`src/rtl/nrbh_pkg.sv`:
```
// Shared types and constants for the nearest ray/box hit block.
// No dependencies; imported by every module under rtl/.
package nrbh_pkg;

  localparam int unsigned SlotsDef = 64;
  localparam int unsigned TileW    = 15;
  localparam logic [TileW-1:0] TileRst = 15'd256;

  localparam int unsigned NumW  = 20;
  localparam int unsigned DenW  = 17;
  localparam int unsigned ProdW = NumW + DenW + 1;

  localparam int unsigned QuoW  = 17;
  localparam int unsigned DivDW = 18;
  localparam int unsigned DivMW = DivDW + QuoW;
  localparam int unsigned DivNW = DivMW + 1;

  typedef enum logic {
    REQ_WRITE = 1'b0,
    REQ_QUERY = 1'b1
  } req_e;

  typedef enum logic [2:0] {
    NRM_NONE = 3'd0,
    NRM_XN   = 3'd1,
    NRM_XP   = 3'd2,
    NRM_ZN   = 3'd3,
    NRM_ZP   = 3'd4
  } normal_e;

  typedef struct packed {
    logic              req_type;
    logic [5:0]        slot_index;
    logic              slot_live;
    logic signed [15:0] box_x;
    logic signed [15:0] box_z;
    logic signed [7:0]  floor_id;
    logic signed [15:0] start_x;
    logic signed [15:0] start_z;
    logic signed [15:0] end_x;
    logic signed [15:0] end_z;
  } in_t;

  typedef struct packed {
    logic              hit;
    logic [5:0]        hit_slot;
    logic [16:0]       hit_t;
    logic signed [15:0] hit_x;
    logic signed [15:0] hit_z;
    logic [2:0]        normal_code;
  } out_t;

  typedef struct packed {
    logic              live;
    logic signed [15:0] x;
    logic signed [15:0] z;
    logic signed [7:0]  floor_lvl;
  } box_t;

  typedef struct packed {
    logic signed [15:0] sx;
    logic signed [15:0] sz;
    logic signed [16:0] dx;
    logic signed [16:0] dz;
    logic signed [7:0]  floor_lvl;
  } query_t;

  typedef struct packed {
    logic            found;
    logic [DenW-1:0] n;
    logic [DenW-1:0] d;
    normal_e         norm;
  } best_t;

endpackage

```
`src/rtl/nrbh_cell.sv`:
```
// One box slot of the storage ring: live flag plus center and floor.
// Depends on nrbh_pkg.
module nrbh_cell
  import nrbh_pkg::*;
(
  input  logic clk_i,
  input  logic rst_ni,
  input  logic wr_i,
  input  box_t wr_box_i,
  input  logic shift_i,
  input  box_t nbr_i,
  output box_t box_o
);

  logic live_q;
  box_t data_q;

  always_ff @(posedge clk_i or negedge rst_ni) begin
    if (!rst_ni) begin
      live_q <= 1'b0;
    end else if (wr_i) begin
      live_q <= wr_box_i.live;
    end else if (shift_i) begin
      live_q <= nbr_i.live;
    end
  end

  always_ff @(posedge clk_i) begin
    if (wr_i) begin
      data_q <= wr_box_i;
    end else if (shift_i) begin
      data_q <= nbr_i;
    end
  end

  always_comb begin
    box_o      = data_q;
    box_o.live = live_q;
  end

endmodule

```
`config.mk`:
```
export PLATFORM = sky130hd
export DESIGN_NAME = nrbh_cell
export DESIGN_NICKNAME = d
export VERILOG_FILES = /design/src/rtl/nrbh_pkg.sv /design/src/rtl/nrbh_cell.sv
export SDC_FILE = /design/constraint.sdc
export NUM_CORES = 1
export LEC_CHECK = 0
export ABC_CLOCK_PERIOD_IN_PS = 1300
export BUFFER_PORTS_ARGS = -buffer_cell sky130_fd_sc_hd__buf_2
export CORE_MARGIN = 8
export CORE_UTILIZATION = 40
export DETAILED_ROUTE_END_ITERATION = 12
export PLACE_DENSITY = 0.78
export REMOVE_ABC_BUFFERS = 1
export SETUP_SLACK_MARGIN = 0.5
export SLEW_MARGIN = 20
export SYNTH_ARGS = -nofsm -noshare
export SYNTH_HDL_FRONTEND = slang
export SYNTH_SLANG_ARGS = --single-unit
```
`constraint.sdc`:
```
create_clock -name clk_i -period 1.3 [get_ports clk_i]
set_input_delay 0.195 -clock clk_i [delete_from_list [all_inputs] [get_ports clk_i]]
set_output_delay 0.195 -clock clk_i [all_outputs]
set_load 0.01 [all_outputs]
```
### Word-level counts from Yosys, hierarchy flattened

Cells that the tools add are included.

* flip-flop bits (word level): 41
* output and inout bits: 41
* logic and storage cells: 9

* multiplexer cells: 4
* reduce and logical (&&, ||, !) cells: 1

Operators with widths (number)
* $mux 40: 2
* $mux 1: 2
* $reduce_bool 2->1: 1

### Depth between registers and ports, before layout

* depth after elaboration: 2
* gate-level depth with buffers: 4

### Worst setup path after synthesis

OpenSTA, ideal clock, no wires.

* path type: input port to flip-flop
* start: input port wr_i
* end: register data_q, in the netlist box_o[0], enable pin
* arrival time: 1039 ps
* required time: 920 ps
* setup slack: -119 ps
* stages: 3
* buffers on the path: 2
* cell sequence: buf_6 buf_8 or2_2

* word-level cells in the longest chain between the ends: 1

Ends and longest elaborated chain
* from (decl): RTL line nrbh_cell.sv:8 `input logic wr_i,`
* $reduce_bool 2->1 (no source line)
* to (signal assigned): RTL line nrbh_cell.sv:30 `data_q <= wr_box_i;`
* to (signal assigned): RTL line nrbh_cell.sv:32 `data_q <= nbr_i;`
* to (decl): RTL line nrbh_cell.sv:16 `box_t data_q;`

Every way passes these cells.
A chain may end at the register's enable or synchronous reset.

### Worst setup path after layout

* start: register live_q
* end: output port box_o[40] in the netlist's numbering

RTL lines
* from (decl): RTL line nrbh_cell.sv:15 `logic live_q;`
* from (signal assigned): RTL line nrbh_cell.sv:22 `live_q <= wr_box_i.live;`
* from (signal assigned): RTL line nrbh_cell.sv:24 `live_q <= nbr_i.live;`
* to (decl): RTL line nrbh_cell.sv:12 `output box_t box_o`

No word-level cell between the ends.

==> impl_metrics.tcl <==
set metrics [dict create \
    slew_headroom 0.904 \
    syn_inst 91 \
    syn_avg_cell_area_um2 21.3 \
    syn_area_um2 1930 \
    cp_slowest_cell "dfrtp_1" \
    synth_top_area_share 0.621 \
    cts_tree "done" \
    cp_cell_sequence "buf_2" \
    synth-warning-count 0 \
    cp.required_ns 1.11 \
    vdd_drop_max_mv 0.488 \
    antenna_cells 0 \
    syn_to_final_growth_pct 47.7 \
    dp_hpwl_um 3970 \
    worstPathBufferInverterCount 1 \
    rows 25 \
    status "finished, final reports clean" \
    setup-violations-final 0 \
    route.antenna.remaining_nets 0 \
    grt_pass1_wl_um 7730 \
    drt_iter0_drc 72 \
    rr_worst_depth 4 \
    h-tree-depth 2 \
    fin_crit_ns 1.02 \
    numClockSinks 41 \
    max_slew.worst_pin.slew_ns 0.140 \
    max_stage_delay_ns 0.40 \
    num-nets-final 314 \
    place.gp.congestion 0.721 \
    finalCritPeriodShare 0.786 \
    insertion_delay_ns 0.29 \
    drv_slew 0 \
    maxCapViolations 0 \
    max_freq_mhz 978 \
    drt-total-wl_um 5260 \
    critical-path-top-delay-family "flip-flops" \
    yosysTopAreaCell "edfxtp_1" \
    clkTransAtPathRegs_ns 0.08 \
    yosys-top-cells-area "edfxtp_1, mux2_4, buf_12" \
    fin_worst_skew_ns 0 \
    holdPathStages 3 \
    place_ws_ns 0.122 \
    crit_arrival_ns 0.83 \
    ys_ff_latch 41 \
    power_density_nw_per_um2 1160 \
    worst_slack_ns 0.278 \
    antenna_found_initial 0 \
    setup_tns_ns 0 \
    cts_root_buf "clkbuf_8" \
    vias_per_cell 4.73 \
    hold_path_class "primary input to flip-flop" \
    synth_cell_types 12 \
    track_usage 0.140 \
    p_leak_nw 1.39 \
    drt_first_pass_iters 4 \
    die_x_um 85.5 \
    coreArea_um2 4690 \
    p_total_w 0.00332 \
    start_util 0.412 \
    mostFrequentLayoutCell "buf_2" \
    numCtsBuffers 5 \
    rsz0062_at_grt "yes" \
    grt_max_degree 29 \
    grt_pass1_vias 1477 \
    layout-drive-gt1-share 0.799 \
    final_cell_mix "buf_2, edfxtp_1, mux2_4" \
    via_count 1339 \
    die-area_um2 7320 \
    cts_buffer_depth 2 \
    ios 127 \
    path_depth 1 \
    grt-ovfl-total 0 \
    wl_per_cell_um 18.6 \
    crit_path_start_kind "flip-flop" \
    cp_max_fo 2 \
    hold_viol 0 \
    drc 0 \
    portBuffers 126 \
    yosysSeqAreaShare 0.634 \
    critPathCaptureType "primary output" \
    worstSetupPathType "flip-flop to primary output" \
    dieHeight_um 85.5 \
    nFillCells 373 \
]
## flip-flops by register name, indices dropped and copies added, names as in the netlist
name,flops
box_o,40
live_q,1
## worst register-to-register path, cell delays in order (launching register included)
cell and delay (ns):
dfrtp_1 0.40, buf_6 0.12, buf_6 0.10, mux2i_1 0.13, o21ai_1 0.09
## metal layers
| metal | global-route usage | vias up | part of all wire |
|---|---|---|---|
| li1 | - | 625 | - |
| met1 | 0.149 | 614 | 0.38 |
| met2 | 0.231 | 95 | 0.47 |
| met3 | 0.0735 | 5 | 0.14 |
| met4 | 0.0525 | 0 | 0.012 |
| met5 | 0 | - | 0 |
## synthesized netlist by cell type, drive strengths merged
library cell,n
edfxtp,40
mux2,40
buf,6
dfrtp,1
mux2i,1
nand2,1
o21ai,1
or2,1
## power by group
part	total [W]	switching (W)	leakage [nW]	internal (W)
Sequential	0.00165	0.0000354	0.420	0.00162
Combinational	0.000668	0.000275	0.920	0.000393
Clock	0.000997	0.000432	0.0518	0.000565
Total	0.00332	0.000742	1.39	0.00257
## repair_timing
| item | 4_1_cts | 5_1_grt |
|---|---|---|
| resized for setup | 6 | 6 |
| buffers inserted | 1 | 1 |
| setup endpoints to repair | 109 | 49 |
| hold buffers | 1 | 0 |
| cloned | 3 | 0 |
| pin swaps | 0 | 1 |
| endpoints found under the hold margin | 1 | 0 |
## kinds of logic after synthesis
family / share of synthesized area
mux: 0.310
simple gates: 0.00517
flops: 0.634
compound gates: 0.00258
buf+inv: 0.0485
## path summary, 6_finish.rpt
check | endpoint | start | slack, ns
max | box_o[40] | live_q | 0.28
min | live_q | wr_box_i[40] | 0.12
max reg2reg | live_q | live_q | 0.36
min reg2reg | live_q | live_q | 0.76
max in group asynchronous | live_q | rst_ni | 1.02
min in group asynchronous | live_q | rst_ni | 0.20
## final cells by class
type                       count  area [um^2]  share of cell area
tap                           54         67.6              0.0237
clock buffer                   5         68.8              0.0241
timing repair buffer         136          836               0.293
multi-input combinational     44          617               0.216
clock inverter                 3         41.3              0.0145
sequential                    41         1230               0.429
## stage by stage
stage | std cells | hold WS, ns | cell area, um^2 | utilization
floorplan | 85 | -0.101 | 1840 | -
global placement | 269 | -0.0291 | 2610 | 0.555
detailed placement | 269 | -0.0295 | 2610 | 0.555
CTS | 282 | 0.103 | 2830 | 0.604
global route | 283 | 0.139 | 2860 | 0.609
finish | 283 | 0.123 | 2860 | 0.609
No activity file was read; power rests on OpenSTA's default activity.
