**src/rtl/nrbh_pkg.sv**
```systemverilog
// Shared types and constants for the nearest ray/box hit block.
// No dependencies; imported by every module under rtl/.
package nrbh_pkg;

  localparam int unsigned SlotsDef = 64;
  localparam int unsigned TileW    = 15;
  localparam logic [TileW-1:0] TileRst = 15'd256;

  localparam int unsigned NumW  = 20;
  localparam int unsigned DenW  = 17;
  localparam int unsigned ProdW = NumW + DenW + 1;

  localparam int unsigned QuoW  = 17;
  localparam int unsigned DivDW = 18;
  localparam int unsigned DivMW = DivDW + QuoW;
  localparam int unsigned DivNW = DivMW + 1;

  typedef enum logic {
    REQ_WRITE = 1'b0,
    REQ_QUERY = 1'b1
  } req_e;

  typedef enum logic [2:0] {
    NRM_NONE = 3'd0,
    NRM_XN   = 3'd1,
    NRM_XP   = 3'd2,
    NRM_ZN   = 3'd3,
    NRM_ZP   = 3'd4
  } normal_e;

  typedef struct packed {
    logic              req_type;
    logic [5:0]        slot_index;
    logic              slot_live;
    logic signed [15:0] box_x;
    logic signed [15:0] box_z;
    logic signed [7:0]  floor_id;
    logic signed [15:0] start_x;
    logic signed [15:0] start_z;
    logic signed [15:0] end_x;
    logic signed [15:0] end_z;
  } in_t;

  typedef struct packed {
    logic              hit;
    logic [5:0]        hit_slot;
    logic [16:0]       hit_t;
    logic signed [15:0] hit_x;
    logic signed [15:0] hit_z;
    logic [2:0]        normal_code;
  } out_t;

  typedef struct packed {
    logic              live;
    logic signed [15:0] x;
    logic signed [15:0] z;
    logic signed [7:0]  floor_lvl;
  } box_t;

  typedef struct packed {
    logic signed [15:0] sx;
    logic signed [15:0] sz;
    logic signed [16:0] dx;
    logic signed [16:0] dz;
    logic signed [7:0]  floor_lvl;
  } query_t;

  typedef struct packed {
    logic            found;
    logic [DenW-1:0] n;
    logic [DenW-1:0] d;
    normal_e         norm;
  } best_t;

endpackage

```
**src/rtl/nrbh_div.sv**
```systemverilog
// Restoring divider, one quotient bit per cycle, floor semantics on signed
// numerator. Depends on nrbh_pkg.
module nrbh_div
  import nrbh_pkg::*;
(
  input  logic                    clk_i,
  input  logic                    rst_ni,
  input  logic                    start_i,
  input  logic signed [DivNW-1:0] num_i,
  input  logic [DivDW-1:0]        den_i,
  output logic                    busy_o,
  output logic signed [QuoW:0]    quo_o
);

  localparam int unsigned CntW = $clog2(QuoW + 1);

  logic             busy_q, neg_q;
  logic [CntW-1:0]  cnt_q;
  logic [DivDW-1:0] rem_q, den_q;
  logic [QuoW-1:0]  lo_q;
  logic [DivMW-1:0] mag;
  logic [DivDW:0]   trial, diff;
  logic             fits;

  assign mag   = num_i[DivNW-1] ? DivMW'(~num_i) : DivMW'(num_i);
  assign trial = {rem_q, lo_q[QuoW-1]};
  assign diff  = trial - {1'b0, den_q};
  assign fits  = trial >= {1'b0, den_q};

  always_ff @(posedge clk_i or negedge rst_ni) begin
    if (!rst_ni) begin
      busy_q <= 1'b0;
      cnt_q  <= '0;
    end else if (start_i) begin
      busy_q <= 1'b1;
      cnt_q  <= CntW'(QuoW);
    end else if (busy_q) begin
      cnt_q <= cnt_q - CntW'(1);
      if (cnt_q == CntW'(1)) begin
        busy_q <= 1'b0;
      end
    end
  end

  always_ff @(posedge clk_i) begin
    if (start_i) begin
      neg_q <= num_i[DivNW-1];
      rem_q <= mag[DivMW-1:QuoW];
      lo_q  <= mag[QuoW-1:0];
      den_q <= den_i;
    end else if (busy_q) begin
      rem_q <= fits ? DivDW'(diff) : DivDW'(trial);
      lo_q  <= {lo_q[QuoW-2:0], fits};
    end
  end

  assign busy_o = busy_q;
  assign quo_o  = neg_q ? ~$signed({1'b0, lo_q}) : $signed({1'b0, lo_q});

endmodule

```
**config.mk**
```make
export PLATFORM = sky130hd
export DESIGN_NAME = nrbh_div
export DESIGN_NICKNAME = d
export VERILOG_FILES = /design/src/rtl/nrbh_pkg.sv /design/src/rtl/nrbh_div.sv
export SDC_FILE = /design/constraint.sdc
export NUM_CORES = 1
export LEC_CHECK = 0
export ABC_CLOCK_PERIOD_IN_PS = 2700
export CORE_MARGIN = 2
export CORE_UTILIZATION = 40
export DETAILED_ROUTE_END_ITERATION = 10
export DONT_BUFFER_PORTS = 1
export PLACE_DENSITY = 0.52
export REMOVE_ABC_BUFFERS = 1
export SYNTH_ARGS = -nofsm -noshare
export SYNTH_HDL_FRONTEND = slang
export SYNTH_SLANG_ARGS = --single-unit
```
**constraint.sdc**
```tcl
create_clock -name clk_i -period 2.7 [get_ports clk_i]
set_clock_uncertainty 0.05 [all_clocks]
set_input_delay 0.405 -clock clk_i [delete_from_list [all_inputs] [get_ports clk_i]]
set_output_delay 0.405 -clock clk_i [all_outputs]
set_load 0.1 [all_outputs]
```
# Word level (Yosys, flattened, before mapping)

Cells that the tools add are included.

Flip-flop bits (word level): 60
Bits of input ports: 57

Add/subtract/negate cells: 2
$lt $le $gt $ge: 1
Eq/ne operators: 1
Multiplexer cells: 12
Bitwise operators: 2
Reductions and logical operators: 1

Operators by type and width:

| kind                                                                | count |
|---|---|
| 18-bit two-way mux                                                  | 4 |
| 35-bit two-way mux                                                  | 1 |
| 35-bit NOT                                                          | 1 |
| 17-bit two-way mux                                                  | 2 |
| 19-bit by 18-bit >= comparator with 1-bit output                    | 1 |
| 17-bit NOT with 18-bit output                                       | 1 |
| 18-bit subtractor                                                   | 1 |
| 5-bit two-way mux                                                   | 2 |
| 5-bit by 1-bit == test with 1-bit output (second input constant)    | 1 |
| 5-bit by 1-bit subtractor with 5-bit output (second input constant) | 1 |
| 1-bit two-way mux                                                   | 3 |
| 2-bit nonzero test                                                  | 1 |

# Logic depth before layout (Yosys ltp)

Depth in word-level cells: 4
Depth in mapped cells: 11
Gate-level depth less buffers: 10

# Least setup slack after synthesis

No wires, ideal clock.

Path kind: reg-to-output
From: reg neg_q
To: out quo_o[10]
Arrival: 2602 ps
Required time: 2245 ps
Slack: -357 ps
Stages on the path, launching flop included: 4
Path buffers: 2
Cells stage by stage: edfxtp_1 > clkbuf_1 > clkbuf_1 > xor2_1

Cells in the longest elaborated chain, start to end: 1

Ends and longest elaborated chain:

| what                   | line           | RTL |
|---|---|---|
| from (decl)            | nrbh_div.sv:17 | `logic busy_q, neg_q;` |
| from (signal assigned) | nrbh_div.sv:47 | `neg_q <= num_i[DivNW-1];` |
| 18-bit two-way mux     | nrbh_div.sv:58 | `assign quo_o = neg_q ? ~$signed({1'b0, lo_q}) : $signed({1'b0, lo_q});` |
| to (decl)              | nrbh_div.sv:12 | `output logic signed [QuoW:0] quo_o` |

No other way between the ends.

# Worst setup path in the final report

From: reg rem_q[15]
To: reg rem_q[3] (data pin)

Cells in the longest elaborated chain, start to end: 4

Ends and longest elaborated chain:

| what                                             | line           | RTL |
|---|---|---|
| from (decl)                                      | nrbh_div.sv:19 | `logic [DivDW-1:0] rem_q, den_q;` |
| from (signal assigned)                           | nrbh_div.sv:48 | `rem_q <= mag[DivMW-1:QuoW];` |
| from (signal assigned)                           | nrbh_div.sv:52 | `rem_q <= fits ? DivDW'(diff) : DivDW'(trial);` |
| 19-bit by 18-bit >= comparator with 1-bit output | nrbh_div.sv:28 | `assign fits = trial >= {1'b0, den_q};` |
| 18-bit two-way mux                               | nrbh_div.sv:52 |  |
| 18-bit two-way mux                               | nrbh_div.sv:51 | `end else if (busy_q) begin` |
| 18-bit two-way mux                               | nrbh_div.sv:46 | `if (start_i) begin` |

No other way between the ends. The select of a mux whose other input is x is not followed.
A chain may end at the register's enable or synchronous reset.

==> results.ini <==
[outcome]
status = complete, no violations

[pwr]
p_int_mw = 3.04
power.density_nw_per_um2 = 1160
p_sw_share_pct = 44.0
pwr-share-clk_pct = 16.7
power.share.combinational_pct = 54.6
switchingPower_mw = 2.39
leakage_nw = 1.82
irDropWorstVdd_v = 0.000540
power.total_mw = 5.43
pwr-share-seq_pct = 28.7

[critical_path]
startpoint_type = flip-flop
cp_cell_sequence = ha_1 > a21o_1 > a211oi_1 > o31ai_4 > a21oi_4 > mux2_1 > mux2_4
rr_startpoint = rem_q[15]
slowest_stage = edfxtp_1
reg2reg_to = rem_q[3]
r2r_slack_ns = 0.12
crit_fanout = 5
crit_path_end_kind = flip-flop
critPathArrivalTime_ns = 2.64
cp.required_ns = 2.76
reg2reg_depth = 7
slowest_delay_ns = 0.39
crit_type = reg -> reg

[clock_network]
numCtsBuffers = 9
clock_path_buffers = 2
insertion_delay_ns = 0.37
clock_sinks = 60
cts_tree = built
htreeDepth = 3
clockRootBuffer = clkbuf_8
cts.reportedPaths.clkPinSlew_ns = 0.07

[floorplan]
core-area_um2 = 9680
start_util_pct = 40.7
die_w_um = 103
die_height_um = 103
ioPinCount = 76
dieArea_um2 = 10700
rows = 36

[timing]
period_share_pct = 95.5
finalMaxSlewViolations = 0
holdWs_ns = 0.0691
fin_tns_setup_ns = 0
hold_violations = 0
slew_headroom_pct = 38.4
fmax_mhz = 388
finalSetupViolCount = 0
layout_min_cycle_time_ns = 2.58
worst_slew_pin_slew_ns = 0.925

[logic_synthesis]
synth.most_common_cell = edfxtp_1
yosysUniqueCellTypes = 54
syn_area_um2 = 3940
synth_area_leader_cell = edfxtp_1
netlist_top_cells_count = edfxtp_1, xor2_1, a21oi_1, nor2_1, xnor2_1
ys_seq_area_share_pct = 45.0
netlist_instances = 379
syn_avg_cell_area_um2 = 10.4
ys_ff_latch = 60
synth_warnings = 0
yosysTopAreaCellShare_pct = 41.2
yosys_most_used_dff = edfxtp_1
yosys-top-cells-area = edfxtp_1, xor2_1, xnor2_1, ha_1, a21oi_1
async_flop_share_pct = 10.0
synth_enable_flop_cells = 54

[route]
routedWlPerCell_um = 15.3
wl_um = 8310
drt-pass1-iter-count = 4
ant_nets = 0
viasPerCell = 5.00
num_vias = 2721
drt_iter0_markers = 94
drc = 0

[place]
place_hpwl_um = 5800
io_buffers = 0
gp_congestion = 0.853

[grt]
grt_max_degree = 74
track_usage_pct = 17.1
grt_pass1_wl_um = 13700
antenna_found_initial = 0
first_global_vias = 2852
gr-total-overflow = 0

[hold_path]
holdPathEnd = cnt_q[3]
hold_start = start_i
min_path_type = in -> reg
min_path_cells = 1

[cells_and_area]
nNetsFinal = 484
syn_to_final_growth_pct = 18.5
diodes = 0
drive_gt1_share_pct = 21.9

[run]
maxCapViolCount = 0

[critical path: cells and delay by family (launching register included)]
kind | cells | cell delay (ns)
DFF | 1 | 0.39
adders and majority gates | 1 | 0.36
muxes | 2 | 0.59
AOI/OAI and AO/OA | 4 | 0.94
[power groups by stage]
stage	Clock [mW]	Combinational, mW	Sequential [mW]
2_1_floorplan	0	2.22	1.54
3_3_place_gp	0	2.93	1.57
3_5_place_dp	0	2.93	1.57
4_1_cts	0.935	2.95	1.56
5_1_grt	0.974	3.27	1.59
6_report	0.907	2.96	1.56
[area by class of cell]
type,count,area [um2]
flip-flops and latches,60,1770
multi-input cells,277,2140
inverters,23,86.3
clock buffers,10,128
repair buffers,35,290
fillers,918,5020
well taps,133,166
clock inverters,6,88.8
[how the worst max path moves through the flow]
stage | start | end | slack [ns] | cells past startpoint
6_report | rem_q[15] | rem_q[3] | 0.12 | 7
4_1_cts | den_q[0] | rem_q[16] | 0.02 | 9
5_1_grt | lo_q[16] | rem_q[14] | -0.004 | 10
2_1_floorplan | neg_q | quo_o[15] | -0.63 | 1
3_5_place_dp | den_q[0] | rem_q[16] | 0.06 | 9
3_3_place_gp | den_q[0] | rem_q[14] | 0.12 | 9
[routing by layer]
metal,share of wire [%],GRT usage [%],up-vias
li1,-,-,1366
met3,8.1,9.01,15
met1,45,21.1,1263
met4,2.2,6.58,0
met5,0,0,-
met2,44,25.4,77
[sequential cells by signal, summed over array words and instances (netlist names)]
signal and flops:
busy_o 1, lo_q 17, rem_q 18, den_q 18
neg_q 1, cnt_q 5
[layout by cell type, fill, tap and decap left out, types with 4 or more instances in the layout]
| master | n |
|---|---|
| edfxtp_1 | 54 |
| nor2_1 | 36 |
| a21oi_1 | 35 |
| buf_4 | 32 |
| xnor2_1 | 30 |
| nand2_1 | 25 |
| xor2_1 | 23 |
| inv_1 | 22 |
| ha_1 | 18 |
| xor2_2 | 17 |
| o21ai_0 | 10 |
| clkbuf_8 | 9 |
| nand3_1 | 8 |
| mux2i_1 | 8 |
| o21ai_1 | 6 |
| dfrtp_1 | 6 |
| a211oi_1 | 4 |
[per-stage QoR]
step | utilization [%] | instances | worst slack (ns) | instance area [um2]
after floorplan | - | 360 | -0.629 | 3840
after global placement | 45.5 | 526 | 0.117 | 4410
after detailed placement | 45.5 | 526 | 0.0582 | 4410
after CTS | 47.9 | 543 | 0.0191 | 4640
after global routing | 48.2 | 544 | -0.00366 | 4670
final | 48.2 | 544 | 0.121 | 4670
[cell families after synthesis]
logic type / after synthesis / share of synthesized area [%]
AO/OA/AOI/OAI: 85 / 14.4
XOR/XNOR: 70 / 15.6
adder cells (fa/ha/maj): 21 / 6.86
buffers and inverters: 42 / 4.64
flip-flops: 60 / 45.0
multiplexers: 10 / 2.70
AND/OR/NAND/NOR: 91 / 10.8
[timing repair]
action,CTS,global route
hold buffers,1,0
endpoints found under the setup margin,0,14
endpoints found under the hold margin,6,0
setup buffers,0,1
resized for setup,0,6
No activity file was read; power rests on OpenSTA's default activity.
